## config.mk

```make
export PLATFORM = sky130hd
export DESIGN_NAME = tlv_variant_stream_parser
export DESIGN_NICKNAME = d
export VERILOG_FILES = /design/src/rtl/tvsp_pkg.sv /design/src/rtl/tvsp_parser.sv /design/src/rtl/tvsp_rq.sv /design/src/rtl/tlv_variant_stream_parser.sv
export SDC_FILE = /design/constraint.sdc
export NUM_CORES = 1
export LEC_CHECK = 0
export ABC_AREA = 0
export BUFFER_PORTS_ARGS = -buffer_cell sky130_fd_sc_hd__buf_2
export CORE_AREA = 2 2 170 256
export CTS_CLUSTER_DIAMETER = 120
export DETAILED_ROUTE_END_ITERATION = 8
export DIE_AREA = 0 0 172 258
export HOLD_SLACK_MARGIN = 0.03
export PLACE_DENSITY = 0.89
export SLEW_MARGIN = 20
export SYNTH_ARGS = -nofsm -noshare
export SYNTH_HDL_FRONTEND = slang
export SYNTH_SLANG_ARGS = --single-unit
export TNS_END_PERCENT = 100
```

## constraint.sdc

```tcl
create_clock -name clk -period 11 [get_ports clk]
set_clock_uncertainty 0.15 [all_clocks]
set_input_delay 1.65 -clock clk [delete_from_list [all_inputs] [get_ports clk]]
set_output_delay 1.65 -clock clk [all_outputs]
set_load 0.1 [all_outputs]
```

## src/rtl/tvsp_pkg.sv

```systemverilog
// shared types and constants for the tlv variant stream parser
package tvsp_pkg;

  // default number of field slots per variant
  localparam int MAX_FIELDS_DEF = 16;

  // result queue geometry
  localparam int RQ_DEPTH = 4;
  localparam int RQ_AW    = $clog2(RQ_DEPTH);
  localparam int LVL_W    = $clog2(RQ_DEPTH + 1);

  // configuration register indexes
  localparam logic CFG_DISPLAY_ID = 1'b0;
  localparam logic CFG_GROUP_ID   = 1'b1;

  typedef enum logic [2:0] {
    EV_VARIANT   = 3'd0,
    EV_FIELD     = 3'd1,
    EV_GROUP     = 3'd2,
    EV_DROPPED   = 3'd3,
    EV_OUTSIDE   = 3'd4,
    EV_END_CLEAN = 3'd5,
    EV_END_TRUNC = 3'd6
  } event_kind_t;

  typedef struct packed {
    event_kind_t kind;
    logic [7:0]  entry_id;
    logic [15:0] entry_length;
    logic [31:0] value_offset;
    logic [15:0] variant_number;
    logic [3:0]  slot_number;
    logic [15:0] group_number;
    logic        last_result;
  } event_t;

  // up to two results caused by one byte, entry event first
  typedef struct packed {
    logic   v0;
    event_t e0;
    logic   v1;
    event_t e1;
  } res_pair_t;

  typedef struct packed {
    logic expecting_id;
    logic inside_variant;
  } parse_status_t;

endpackage

```

## src/rtl/tvsp_parser.sv

```systemverilog
// byte-wise tlv phase machine, entry classification and end events
module tvsp_parser import tvsp_pkg::*; #(
  parameter int MAX_FIELDS = MAX_FIELDS_DEF
) (
  input  logic          clk,
  input  logic          rst,
  input  logic          take,
  input  logic [7:0]    data_byte,
  input  logic          final_byte,
  input  logic [7:0]    display_id,
  input  logic [7:0]    grp_field_id,
  output res_pair_t     res,
  output parse_status_t status
);

  localparam int SW = $clog2(MAX_FIELDS + 1);

  typedef enum logic [1:0] {
    PH_ID     = 2'd0,
    PH_LEN_LO = 2'd1,
    PH_LEN_HI = 2'd2,
    PH_VALUE  = 2'd3
  } phase_t;

  phase_t        phase, phase_next;
  logic [7:0]    cur_id, cur_id_next;
  logic [15:0]   cur_len, cur_len_next;
  logic [15:0]   remaining, remaining_next;
  logic [31:0]   byte_pos, byte_pos_next;
  logic          in_var, in_var_next;
  logic [15:0]   var_cnt, var_cnt_next;
  logic [SW-1:0] slots, slots_next;
  logic [7:0]    ghb, ghb_next;

  logic          done;
  logic [7:0]    last_b;
  logic [15:0]   rem_dec;
  event_t        ev0, ev1;

  always_comb begin
    phase_next     = phase;
    cur_id_next    = cur_id;
    cur_len_next   = cur_len;
    remaining_next = remaining;
    in_var_next    = in_var;
    var_cnt_next   = var_cnt;
    slots_next     = slots;
    ghb_next       = ghb;
    byte_pos_next  = byte_pos + 32'd1;
    done           = 1'b0;
    last_b         = 8'h00;
    rem_dec        = remaining;

    case (phase)
      PH_ID: begin
        cur_id_next = data_byte;
        phase_next  = PH_LEN_LO;
      end
      PH_LEN_LO: begin
        cur_len_next = {8'h00, data_byte};
        phase_next   = PH_LEN_HI;
      end
      PH_LEN_HI: begin
        cur_len_next   = {data_byte, cur_len[7:0]};
        remaining_next = {data_byte, cur_len[7:0]};
        if ({data_byte, cur_len[7:0]} == 16'h0000) begin
          done       = 1'b1;
          phase_next = PH_ID;
        end else begin
          phase_next = PH_VALUE;
        end
      end
      PH_VALUE: begin
        if (remaining == cur_len) ghb_next = data_byte;
        if (remaining != 16'h0000) rem_dec = remaining - 16'd1;
        remaining_next = rem_dec;
        if (rem_dec == 16'h0000) begin
          done       = 1'b1;
          last_b     = data_byte;
          phase_next = PH_ID;
        end
      end
      default: begin
        phase_next = PH_ID;
      end
    endcase

    // entry event, classified once its last byte is in
    ev0.kind           = EV_OUTSIDE;
    ev0.entry_id       = cur_id;
    ev0.entry_length   = cur_len_next;
    ev0.value_offset   = byte_pos + 32'd1 - {16'h0000, cur_len_next};
    ev0.variant_number = 16'h0000;
    ev0.slot_number    = 4'h0;
    ev0.group_number   = 16'h0000;
    ev0.last_result    = ~final_byte;

    if (cur_id == display_id) begin
      ev0.kind = EV_VARIANT;
      if (done) begin
        if (in_var) begin
          if (var_cnt != 16'hFFFF) var_cnt_next = var_cnt + 16'd1;
        end else begin
          var_cnt_next = 16'h0000;
        end
        in_var_next = 1'b1;
        slots_next  = '0;
      end
      ev0.variant_number = var_cnt_next;
    end else if (!in_var) begin
      ev0.kind = EV_OUTSIDE;
    end else if (grp_field_id != 8'h00 && cur_id == grp_field_id &&
                 cur_len_next == 16'd2) begin
      ev0.kind           = EV_GROUP;
      ev0.variant_number = var_cnt;
      ev0.group_number   = {ghb_next, last_b};
    end else if (slots < SW'(MAX_FIELDS)) begin
      ev0.kind           = EV_FIELD;
      ev0.variant_number = var_cnt;
      ev0.slot_number    = 4'(slots);
      if (done) slots_next = slots + SW'(1);
    end else begin
      ev0.kind           = EV_DROPPED;
      ev0.variant_number = var_cnt;
    end

    // end-of-buffer event
    ev1.kind           = (phase_next == PH_ID) ? EV_END_CLEAN : EV_END_TRUNC;
    ev1.entry_id       = 8'h00;
    ev1.entry_length   = 16'h0000;
    ev1.value_offset   = byte_pos + 32'd1;
    ev1.variant_number = in_var_next ? var_cnt_next : 16'h0000;
    ev1.slot_number    = 4'h0;
    ev1.group_number   = 16'h0000;
    ev1.last_result    = 1'b1;
  end

  always_ff @(posedge clk) begin
    if (rst || (take && final_byte)) begin
      phase     <= PH_ID;
      cur_id    <= 8'h00;
      cur_len   <= 16'h0000;
      remaining <= 16'h0000;
      byte_pos  <= 32'h0;
      in_var    <= 1'b0;
      var_cnt   <= 16'h0000;
      slots     <= '0;
      ghb       <= 8'h00;
    end else if (take) begin
      phase     <= phase_next;
      cur_id    <= cur_id_next;
      cur_len   <= cur_len_next;
      remaining <= remaining_next;
      byte_pos  <= byte_pos_next;
      in_var    <= in_var_next;
      var_cnt   <= var_cnt_next;
      slots     <= slots_next;
      ghb       <= ghb_next;
    end
  end

  assign res.v0 = take & done;
  assign res.e0 = ev0;
  assign res.v1 = take & final_byte;
  assign res.e1 = ev1;

  assign status.expecting_id   = (phase == PH_ID);
  assign status.inside_variant = in_var;

endmodule

```

## src/rtl/tvsp_rq.sv

```systemverilog
// small result queue taking up to two results per cycle
module tvsp_rq import tvsp_pkg::*; (
  input  logic             clk,
  input  logic             rst,
  input  res_pair_t        push,
  input  logic             pop,
  output event_t           head,
  output logic             head_valid,
  output logic [LVL_W-1:0] level
);

  event_t           mem [RQ_DEPTH];
  logic [RQ_AW-1:0] wr_ptr, rd_ptr;
  logic [RQ_AW-1:0] wr_alt;

  // second result lands behind the first when both are present
  assign wr_alt = wr_ptr + RQ_AW'(push.v0);

  always_ff @(posedge clk) begin
    if (push.v0) mem[wr_ptr] <= push.e0;
    if (push.v1) mem[wr_alt] <= push.e1;
  end

  always_ff @(posedge clk) begin
    if (rst) begin
      wr_ptr <= '0;
      rd_ptr <= '0;
      level  <= '0;
    end else begin
      wr_ptr <= wr_ptr + RQ_AW'(push.v0) + RQ_AW'(push.v1);
      if (pop) rd_ptr <= rd_ptr + RQ_AW'(1);
      level  <= level + LVL_W'(push.v0) + LVL_W'(push.v1) - LVL_W'(pop);
    end
  end

  assign head       = mem[rd_ptr];
  assign head_valid = (level != '0);

endmodule

```

## src/rtl/tlv_variant_stream_parser.sv

```systemverilog
// top level of the tlv variant stream parser: config registers, parser, result queue
//
//  channel | direction | handshake          | payload
//  --------+-----------+--------------------+--------------------------------------------
//  in      | sink      | in_valid/in_stall  | data_byte, final_byte
//  out     | source    | out_valid/out_stall| event_kind .. group_number, last_result
//  cfg     | sink      | cfg_we             | cfg_index, cfg_data
//
// one byte per cycle while in_stall is low; a byte is parsed in the cycle it is taken
//   and its results (zero, one or two) sit in a four-entry queue from the next cycle
// in_stall rises when the queue holds more than two results, so one result
//   per cycle drained keeps bytes flowing with no gaps
// rst is synchronous; it clears the phase machine, counters, queue and config
// a final byte returns the parser to its reset state after the end event
module tlv_variant_stream_parser import tvsp_pkg::*; #(
  parameter int MAX_FIELDS = MAX_FIELDS_DEF
) (
  input  logic        clk,
  input  logic        rst,
  // byte stream in
  input  logic        in_valid,
  output logic        in_stall,
  input  logic [7:0]  data_byte,
  input  logic        final_byte,
  // result requests out
  output logic        out_valid,
  input  logic        out_stall,
  output logic [2:0]  event_kind,
  output logic [7:0]  entry_id,
  output logic [15:0] entry_length,
  output logic [31:0] value_offset,
  output logic [15:0] variant_number,
  output logic [3:0]  slot_number,
  output logic [15:0] group_number,
  output logic        last_result,
  // register writes
  input  logic        cfg_we,
  input  logic        cfg_index,
  input  logic [7:0]  cfg_data
);

  logic             in_take;
  logic             out_take;
  logic [7:0]       display_id;
  logic [7:0]       grp_field_id;
  res_pair_t        res;
  parse_status_t    status;
  event_t           head;
  logic [LVL_W-1:0] level;

  // configuration, to be written only while the block is idle; the block itself does not enforce this
  always_ff @(posedge clk) begin
    if (rst) begin
      display_id   <= 8'h00;
      grp_field_id <= 8'h00;
    end else if (cfg_we) begin
      case (cfg_index)
        CFG_DISPLAY_ID: display_id   <= cfg_data;
        CFG_GROUP_ID:   grp_field_id <= cfg_data;
        default:        ;
      endcase
    end
  end

  // room for the worst case of two results from one byte
  assign in_stall = (level > LVL_W'(RQ_DEPTH - 2));
  assign in_take  = in_valid & ~in_stall;
  assign out_take = out_valid & ~out_stall;

  tvsp_parser #(
    .MAX_FIELDS (MAX_FIELDS)
  ) u_parser (
    .clk          (clk),
    .rst          (rst),
    .take         (in_take),
    .data_byte    (data_byte),
    .final_byte   (final_byte),
    .display_id   (display_id),
    .grp_field_id (grp_field_id),
    .res          (res),
    .status       (status)
  );

  tvsp_rq u_rq (
    .clk        (clk),
    .rst        (rst),
    .push       (res),
    .pop        (out_take),
    .head       (head),
    .head_valid (out_valid),
    .level      (level)
  );

  // result fields straight from the queue head
  assign event_kind     = head.kind;
  assign entry_id       = head.entry_id;
  assign entry_length   = head.entry_length;
  assign value_offset   = head.value_offset;
  assign variant_number = head.variant_number;
  assign slot_number    = head.slot_number;
  assign group_number   = head.group_number;
  assign last_result    = head.last_result;

`ifndef ASSERT_OFF
  // the final byte always leaves at least its end event queued
  a_final_gives_result: assert property (@(posedge clk) disable iff (rst)
    in_take && final_byte |=> out_valid)
    else $error("final byte produced no queued result");

  // parser is back at reset state after a final byte
  a_final_clears: assert property (@(posedge clk) disable iff (rst)
    in_take && final_byte |=> status.expecting_id && !status.inside_variant)
    else $error("parser state not cleared after final byte");

  // a result that is not the last of its byte has its partner queued behind it
  a_pair_kept: assert property (@(posedge clk) disable iff (rst)
    out_valid && !last_result |-> level >= LVL_W'(2))
    else $error("first result of a pair queued without its partner");

  a_level_bound: assert property (@(posedge clk) disable iff (rst)
    level <= LVL_W'(RQ_DEPTH))
    else $error("result queue overflow");
`endif

endmodule

```

==> results of run 1 <==
kinds of logic (layout without fill, tap and decap cells):
| kind of cell | count (synthesis) | in the layout | synth area share (%) |
|---|---|---|---|
| xor gates and xnor gates | 114 | 114 | 3.864 |
| and+or+nand+nor | 795 | 795 | 14.67 |
| muxes | 125 | 125 | 9.521 |
| AOI/OAI and AO/OA | 736 | 736 | 18.72 |
| DFF | 513 | 513 | 47.50 |
| adders and majority gates | 32 | 32 | 1.637 |
| buffers and inverters | 267 | 291 | 4.092 |
critical path: cells and delay by family, from the launching register on:
family | cells | cell delay (ns)
adder cells (fa/ha/maj) | 2 | 0.66
AO/OA/AOI/OAI | 4 | 1.25
flip-flops | 1 | 0.48
buffers and inverters | 6 | 2.05
AND/OR/NAND/NOR | 7 | 1.87
power by group through the flow:
| stage | sequential, uW | clock [uW] | combinational (uW) |
|---|---|---|---|
| 6_report | 2210 | 1640 | 2390 |
| 2_1_floorplan | 2160 | 0 | 1900 |
| 3_3_place_gp | 2240 | 0 | 2300 |
| 5_1_grt | 2220 | 1710 | 2510 |
| 3_5_place_dp | 2250 | 0 | 2340 |
| 4_1_cts | 2210 | 1640 | 2360 |
metrics by stage:
stage	setup slack [ns]	utilization (%)	std cells
floorplan	3.028	-	2582
finish	4.324	66.55	3176
detailed placement	4.385	62.99	3094
global placement	4.527	62.99	3094
global route	4.055	66.55	3176
CTS	4.401	66.55	3176
placed cells by master, fill, tap and decap left out, types with 30 or more instances in the layout:
cell / synthesis / routed
a211oi_1: 56 / 56
a21oi_1: 159 / 159
a22o_1: 89 / 89
a31oi_1: 32 / 32
buf_2: 29 / 120
buf_4: 1 / 44
clkbuf_16: 0 / 46
dfxtp_1: 313 / 310
edfxtp_1: 200 / 200
inv_1: 45 / 42
mux4_2: 96 / 96
nand2_1: 255 / 255
nand3_1: 95 / 95
nand4_1: 30 / 30
nor2_1: 203 / 200
nor3_1: 43 / 38
nor4_1: 32 / 32
o21ai_0: 134 / 132
o22ai_1: 109 / 109
xnor2_1: 62 / 62
xor2_1: 52 / 52
layout make-up:
| cell class | instances | area [sq um] | share of cell area, % |
|---|---|---|---|
| inverter | 45 | 168.9 | 0.5992 |
| timing repair buffer | 164 | 930.9 | 3.302 |
| clock inverter | 18 | 197.7 | 0.7013 |
| sequential | 513 | 12280 | 43.56 |
| tap | 570 | 713.2 | 2.530 |
| clock buffer | 64 | 1310 | 4.647 |
| multi-input combinational | 1802 | 12590 | 44.66 |
final timing paths:
check                                  to                               start  slack, ns  cells past startpoint
min reg2reg  u_rq.mem[2][78]$_SDFFE_PP0N_        u_rq.mem[2][78]$_SDFFE_PP0N_       0.30                      2
min          u_rq.mem[2][78]$_SDFFE_PP0N_        u_rq.mem[2][78]$_SDFFE_PP0N_       0.30                      2
max             u_rq.mem[2][34]$_DFFE_PP_  u_parser.remaining[0]$_SDFFE_PP0P_       4.32                     19
max reg2reg     u_rq.mem[2][34]$_DFFE_PP_  u_parser.remaining[0]$_SDFFE_PP0P_       4.32                     19
layer usage:
metal	share of wire (%)	routed length [um]
met5	0.038	30
met4	6.9	5420
met3	9.5	7423
met2	49	38680
met1	34	26680
flip-flops by register name, indices dropped and copies added, names as in the netlist, named ones only:
register,flops
display_id,8
grp_field_id,8
u_parser.byte_pos,32
u_parser.cur_id,8
u_parser.cur_len,16
u_parser.ghb,8
u_parser.in_var,1
u_parser.phase,2
u_parser.remaining,16
u_parser.slots,5
u_parser.var_cnt,16
u_rq.level,3
u_rq.mem,384
u_rq.rd_ptr,2
u_rq.wr_ptr,2
==> metrics.log, run 1 <==
[metrics] FILL cells: 3,166
[metrics] met1 usage in global routing: 40.80%
[metrics] leftover overflow at the end of global routing: 0
[metrics] initial detailed-routing violation count: 2,912
[metrics] hold slack final: 0.2985 ns
[metrics] critical path's most frequent cell: buf_4
[metrics] largest driver fanout on the critical path: 34
[metrics] wire length of the first global-routing pass: 120.4 mm
[metrics] final sum of negative setup slack: 0 ns
[metrics] number of nets in the final layout: 2,626
[metrics] proportion of netlist area held by the largest area contributor: 24.25%
[metrics] portion of the clock cycle consumed by the worst path in the final layout: 60.69%
[metrics] Post-synth ARST share: 0%
[metrics] critical path endpoint category: flip-flop
[metrics] Hold Crit Class: flip-flop to flip-flop
[metrics] Crit path arrival time: 6.95 ns
[metrics] busiest metal layer after global routing: met2
[metrics] number of antenna repair diodes: 0
[metrics] GR Layer Usage met2: 58.94%
[metrics] Worst EP required: 11.27 ns
[metrics] register bit total from synthesis: 513
[metrics] clock tree from TritonCTS: yes
[metrics] count of unresolved DRC violations after routing: 0
[metrics] die height: 258 um
[metrics] gate count of the mapped netlist: 2,582
[metrics] number of library cell types mapped by synthesis: 80
[metrics] post-synthesis sequential area ratio: 47.50%
[metrics] vias post-DR: 22,281
[metrics] unrepaired setup endpoints after global routing: no
[metrics] Max Buffers Root-to-Sink: 3
[metrics] Max IR drop VDD: 0.1311 mV
[metrics] initial antenna violation count: 2
[metrics] Std-Cell Core Area: 42,360 sq um
[metrics] critical path cell sequence: inv_1 -> ha_1 -> nor3b_1 -> and4_1 -> or4_1 -> a2111o_1 -> o31ai_4 -> buf_4 -> nand2_1 -> inv_1 -> ha_1 -> or3_1 -> buf_4 -> o21ai_0 -> nor2_4 -> inv_2 -> buf_4 -> a21oi_1 -> nor2_1
[metrics] count of pins over their slew limit: 0
[metrics] yosys warns: 0
[metrics] delay of the slowest cell on the worst path: 0.67 ns
[metrics] Reg clk slew, reported paths: 0.07 ns
[metrics] area of the mapped netlist: 25,840 sq um
[metrics] horizontal die dimension: 172 um
[metrics] routed length per placed instance: 24.63 um
[metrics] total track usage: 34.74%
[metrics] clock latency of the later-clocked register in the worst-skew pair: 0.59 ns
[metrics] number of synthesized flops with an enable pin: 200
[metrics] die area: 44,380 sq um
[metrics] ys flop type: dfxtp_1
[metrics] sink count of the clock tree: 513
[metrics] vias in the first global route: 22,207
[metrics] internal power component: 3619 uW
[metrics] H-tree levels: 2
[metrics] post-CTS resize count: 0
[metrics] number of hold buffers added after cts: 0
[metrics] Tightest Pin Transition: 1.150 ns
[metrics] total length of routed wires: 78.23 mm
[metrics] Power, Total: 6245 uW
[metrics] routed vias/inst: 7.015
[metrics] Max-Cap Viols: 0
[metrics] switching part of the total: 42.05%
[metrics] final hold violation count: 0
[metrics] Final Critical Period: 6.676 ns
[metrics] Combinational Power Share: 38.3%
[metrics] net switching power: 2626 uW
[metrics] leakage power of the design: 0.009993 uW
[metrics] DRT antenna net count: 0
[metrics] main area contributors after synthesis: dfxtp_1, edfxtp_1, mux4_2
[metrics] final weighted congestion in routability-driven placement: 0.9554
[metrics] fraction of layout cells with a size suffix above 1: 14.89%
[metrics] max_slew headroom: 23.36%
[metrics] most repeated cell in the gate-level netlist after synthesis: dfxtp_1
[metrics] number of setup buffers added after CTS: 0
[metrics] I/O pin cnt: 121
[metrics] net count after synthesis: 2,637
[metrics] syn avg cell area: 10.01 sq um
[metrics] Clock Power Share: 26.3%
[metrics] Max Fclk: 0.1498 GHz
[metrics] CP startpoint kind: flip-flop
[metrics] first drt pass iteration count: 6
[metrics] part of the total power dissipated in sequential elements: 35.4%
[metrics] count of endpoints failing setup in the final report: 0
[metrics] slowest cell on the critical path: inv_2
[metrics] critical path start-end classification: flip-flop to flip-flop
[metrics] placement-stage cell area: 26,680 sq um
[metrics] Final Cell Area: 28,190 sq um
[metrics] result of the run: finished clean
[metrics] DP HPWL: 50.51 mm
[metrics] total CTS buffers: 45
[metrics] global-route met3 utilization: 5.257%
[metrics] number of port buffers: 120
[metrics] most frequent cells after synthesis: dfxtp_1, nand2_1, nor2_1
[metrics] Cell Pwr Density: 221.5 nW/um^2
[metrics] cell at the root of the clock tree: clkbuf_16
[metrics] largest net degree at the start of global routing: 81
[metrics] num rows: 93
[metrics] Initial Util: 61.00%
[metrics] post-synthesis to final-layout area growth: 9.104%
[metrics] cell type with the largest total area after synthesis: dfxtp_1
(Power assumes the default switching activity.)
==> run 2: changes to the inputs <==
- ABC_AREA: 0 -> 1
- CORE_AREA: 2 2 170 256 -> 2 2 174 261
- DIE_AREA: 0 0 172 258 -> 0 0 176 263
- PLACE_DENSITY: 0.89 -> 0.88
- clock period: 11 -> 6.9 ns (I/O delays scaled with it)
==> run 2 against run 1 <==
Critical path type unchanged. Worst hold slack better by 0.0025 ns. Critical path depth down 3. Non-clock buffer count down 8. Sequential share of layout area down 1.9 points. Clock power up 83%. Cell count up 32%.
==> metrics.log, run 2 <==
[metrics] Max Fclk: 0.1851 GHz
[metrics] sink count of the clock tree: 513
[metrics] leading registers by flop count: u_rq.mem (384), u_parser.byte_pos (32)
[metrics] number of port buffers: 120
[metrics] Inst Count DP: 4,112
[metrics] max_slew headroom: 22.28%
[metrics] vias post-DR: 26,631
[metrics] CP startpoint kind: flip-flop
[metrics] num rows: 94
[metrics] most frequent cells after synthesis: nand2_1, o21ai_0, nor2_1
[metrics] delay of the slowest cell on the worst path: 0.89 ns
[metrics] main area contributors after synthesis: dfxtp_1, edfxtp_1, nand2_1
[metrics] count of unresolved DRC violations after routing: 0
[metrics] I/O pin cnt: 121
[metrics] met2 wirelength from detailed routing: 40.96 mm
[metrics] net count after synthesis: 3,647
[metrics] hold path start: u_rq.mem[1][2]$_SDFFE_PP0N_
[metrics] largest driver fanout on the critical path: 54
[metrics] clock latency of the later-clocked register in the worst-skew pair: 0.60 ns
[metrics] worst reg2reg path startpoint: u_rq.level[1]$_SDFF_PP0_
[metrics] DP HPWL: 54.71 mm
[metrics] syn avg cell area: 7.519 sq um
[metrics] leading cell type in the layout, fill and taps excluded: nand2_1
[metrics] initial antenna violation count: 2
[metrics] Most flops, register: u_rq.mem
[metrics] count of endpoints failing setup in the final report: 0
[metrics] Worst EP required: 7.16 ns
[metrics] logic depth of the worst register-to-register path: 16
[metrics] portion of the clock cycle consumed by the worst path in the final layout: 78.29%
[metrics] first drt pass iteration count: 6
[metrics] Post-synth ARST share: 0%
[metrics] Hold Crit Class: flip-flop to flip-flop
[metrics] largest net degree at the start of global routing: 98
[metrics] count of pins over their slew limit: 0
[metrics] post-CTS resize count: 0
[metrics] DRT antenna net count: 0
[metrics] Final Critical Period: 5.402 ns
[metrics] number of synthesized flops with an enable pin: 200
[metrics] horizontal die dimension: 176 um
[metrics] die height: 263 um
[metrics] Max-Cap Viols: 0
[metrics] setup slack of the most critical reg-to-reg path: 1.50 ns
[metrics] count of cells along the worst hold path: 2
[metrics] leakage power of the design: 0.01199 uW
[metrics] proportion of netlist area held by the largest area contributor: 23.20%
[metrics] number of hold buffers added after cts: 0
[metrics] critical path endpoint category: flip-flop
[metrics] number of antenna repair diodes: 0
[metrics] cell at the root of the clock tree: clkbuf_16
[metrics] flip-flop count of the largest register after layout: 384
[metrics] total track usage: 35.67%
[metrics] FILL cells: 3,470
[metrics] vias in the first global route: 25,797
[metrics] final hold violation count: 0
[metrics] final sum of negative setup slack: 0 ns
[metrics] number of setup buffers added after CTS: 0
[metrics] critical path start-end classification: flip-flop to flip-flop
[metrics] slowest cell on the critical path: nand4_1
[metrics] Crit path arrival time: 5.66 ns
[metrics] leftover overflow at the end of global routing: 0
[metrics] Std-Cell Core Area: 43,870 sq um
[metrics] cell type with the largest total area after synthesis: dfxtp_1
[metrics] Cell Pwr Density: 418.5 nW/um^2
[metrics] Crit Reg-Reg Endpoint: u_rq.mem[2][66]$_DFFE_PP_
[metrics] final weighted congestion in routability-driven placement: 1.031
[metrics] Initial Util: 61.57%
[metrics] register bit total from synthesis: 513
[metrics] Max IR drop VDD: 0.3925 mV
[metrics] number of standard cells in the final layout excluding fillers: 4,200
[metrics] wire length of the first global-routing pass: 132.3 mm
[metrics] unrepaired setup endpoints after global routing: no
[metrics] die area: 46,290 sq um
[metrics] number of nets in the final layout: 3,640
[metrics] Max Buffers Root-to-Sink: 3
[metrics] uppermost metal layer occupied by signal nets: met5
[metrics] ys flop type: dfxtp_1
[metrics] number of library cell types mapped by synthesis: 53
[metrics] highest-count cells in the layout ignoring fill and taps: nand2_1, o21ai_0, nor2_1
[metrics] H-tree levels: 2
[metrics] fraction of layout cells with a size suffix above 1: 8.885%
[metrics] area of the mapped netlist: 27,010 sq um
[metrics] critical path cell sequence: inv_1 -> ha_1 -> a31oi_1 -> inv_1 -> nand2_2 -> a21oi_2 -> ha_1 -> or2_1 -> nand2_1 -> nor3_4 -> buf_4 -> inv_2 -> nand4_1 -> inv_2 -> nand2_1 -> o21ai_0
[metrics] detailed-route wire length on metal 1: 29.41 mm
[metrics] gate count of the mapped netlist: 3,592
[metrics] detailed route wirelength on metal3: 8.285 mm
[metrics] yosys warns: 0
[metrics] most repeated cell in the gate-level netlist after synthesis: nand2_1
[metrics] total length of routed wires: 84.82 mm
[metrics] routed length per placed instance: 20.20 um
[metrics] post-synthesis sequential area ratio: 45.44%
[metrics] Tightest Pin Transition: 1.162 ns
[metrics] routed vias/inst: 6.341
[metrics] total CTS buffers: 47
[metrics] post-synthesis to final-layout area growth: 9.043%
[metrics] initial detailed-routing violation count: 3,373
[metrics] clock tree from TritonCTS: yes
[metrics] end point of the worst hold path: u_rq.mem[1][2]$_SDFFE_PP0N_
[metrics] result of the run: finished clean
[metrics] Reg clk slew, reported paths: 0.07 ns
-- run 2: worst max-delay path by stage --
stage	depth (start not counted)	end	from	slack, ns
2_1_floorplan	14	u_rq.mem[0][21]$_DFFE_PP_	u_rq.level[1]$_SDFF_PP0_	1.16
3_5_place_dp	8	u_rq.mem[3][19]$_SDFFE_PP0N_	in_valid	1.67
6_report	16	u_rq.mem[2][66]$_DFFE_PP_	u_rq.level[1]$_SDFF_PP0_	1.50
4_1_cts	11	u_rq.mem[3][18]$_SDFFE_PP0N_	u_rq.level[1]$_SDFF_PP0_	1.65
5_1_grt	11	u_rq.mem[3][18]$_SDFFE_PP0N_	u_rq.level[1]$_SDFF_PP0_	1.32
3_3_place_gp	8	u_rq.mem[3][20]$_SDFFE_PP0N_	in_valid	1.80
-- run 2: layout make-up --
cell class	count	area, sq um	area share [%]
multi-input combinational	2633	12920	43.89
sequential	513	12280	41.69
clock buffer	57	1275	4.329
timing repair buffer	156	883.3	2.999
inverter	234	882.1	2.995
tap	576	720.7	2.447
clock inverter	31	488.0	1.657
-- run 2: cells by family after synthesis --
kind of cell               share of synthesized area (%)
AOI/OAI and AO/OA                                  16.07
xor gates and xnor gates                           2.400
adders and majority gates                          1.566
buffers and inverters                              6.879
DFF                                                45.44
muxes                                             0.2965
and+or+nand+nor                                    27.36
-- run 2: critical path: cells and delay by family (launching register included) --
kind            cells  cell delay (ns)
simple gates        6             2.33
buf+inv             5             1.33
compound gates      3             0.59
fa+ha+maj           2             0.47
flops               1             0.33
-- run 2: through the flow --
step / power (uW) / util, % / hold slack (ns) / setup slack, ns / cell area, sq um
after floorplan: 8095 / - / 0.2706 / 1.161 / 27010
after global placement: 9174 / 63.11 / 0.2810 / 1.799 / 27690
after detailed placement: 9254 / 63.11 / 0.2842 / 1.674 / 27690
after CTS: 12210 / 67.13 / 0.3009 / 1.653 / 29450
after global routing: 12830 / 67.13 / 0.3055 / 1.320 / 29450
final: 12330 / 67.13 / 0.3010 / 1.498 / 29450
-- run 2: report_power, final --
group / total, uW / switching, uW / internal [uW]
Sequential: 3590 / 227 / 3360
Clock: 3000 / 1250 / 1750
Combinational: 5740 / 4580 / 1160
-- run 2: per-layer routing --
metal,up-vias,GRT usage (%)
met2,1749,60.92
met4,4,24.68
li1,12163,-
met1,12271,40.83
met3,444,5.459
met5,-,0
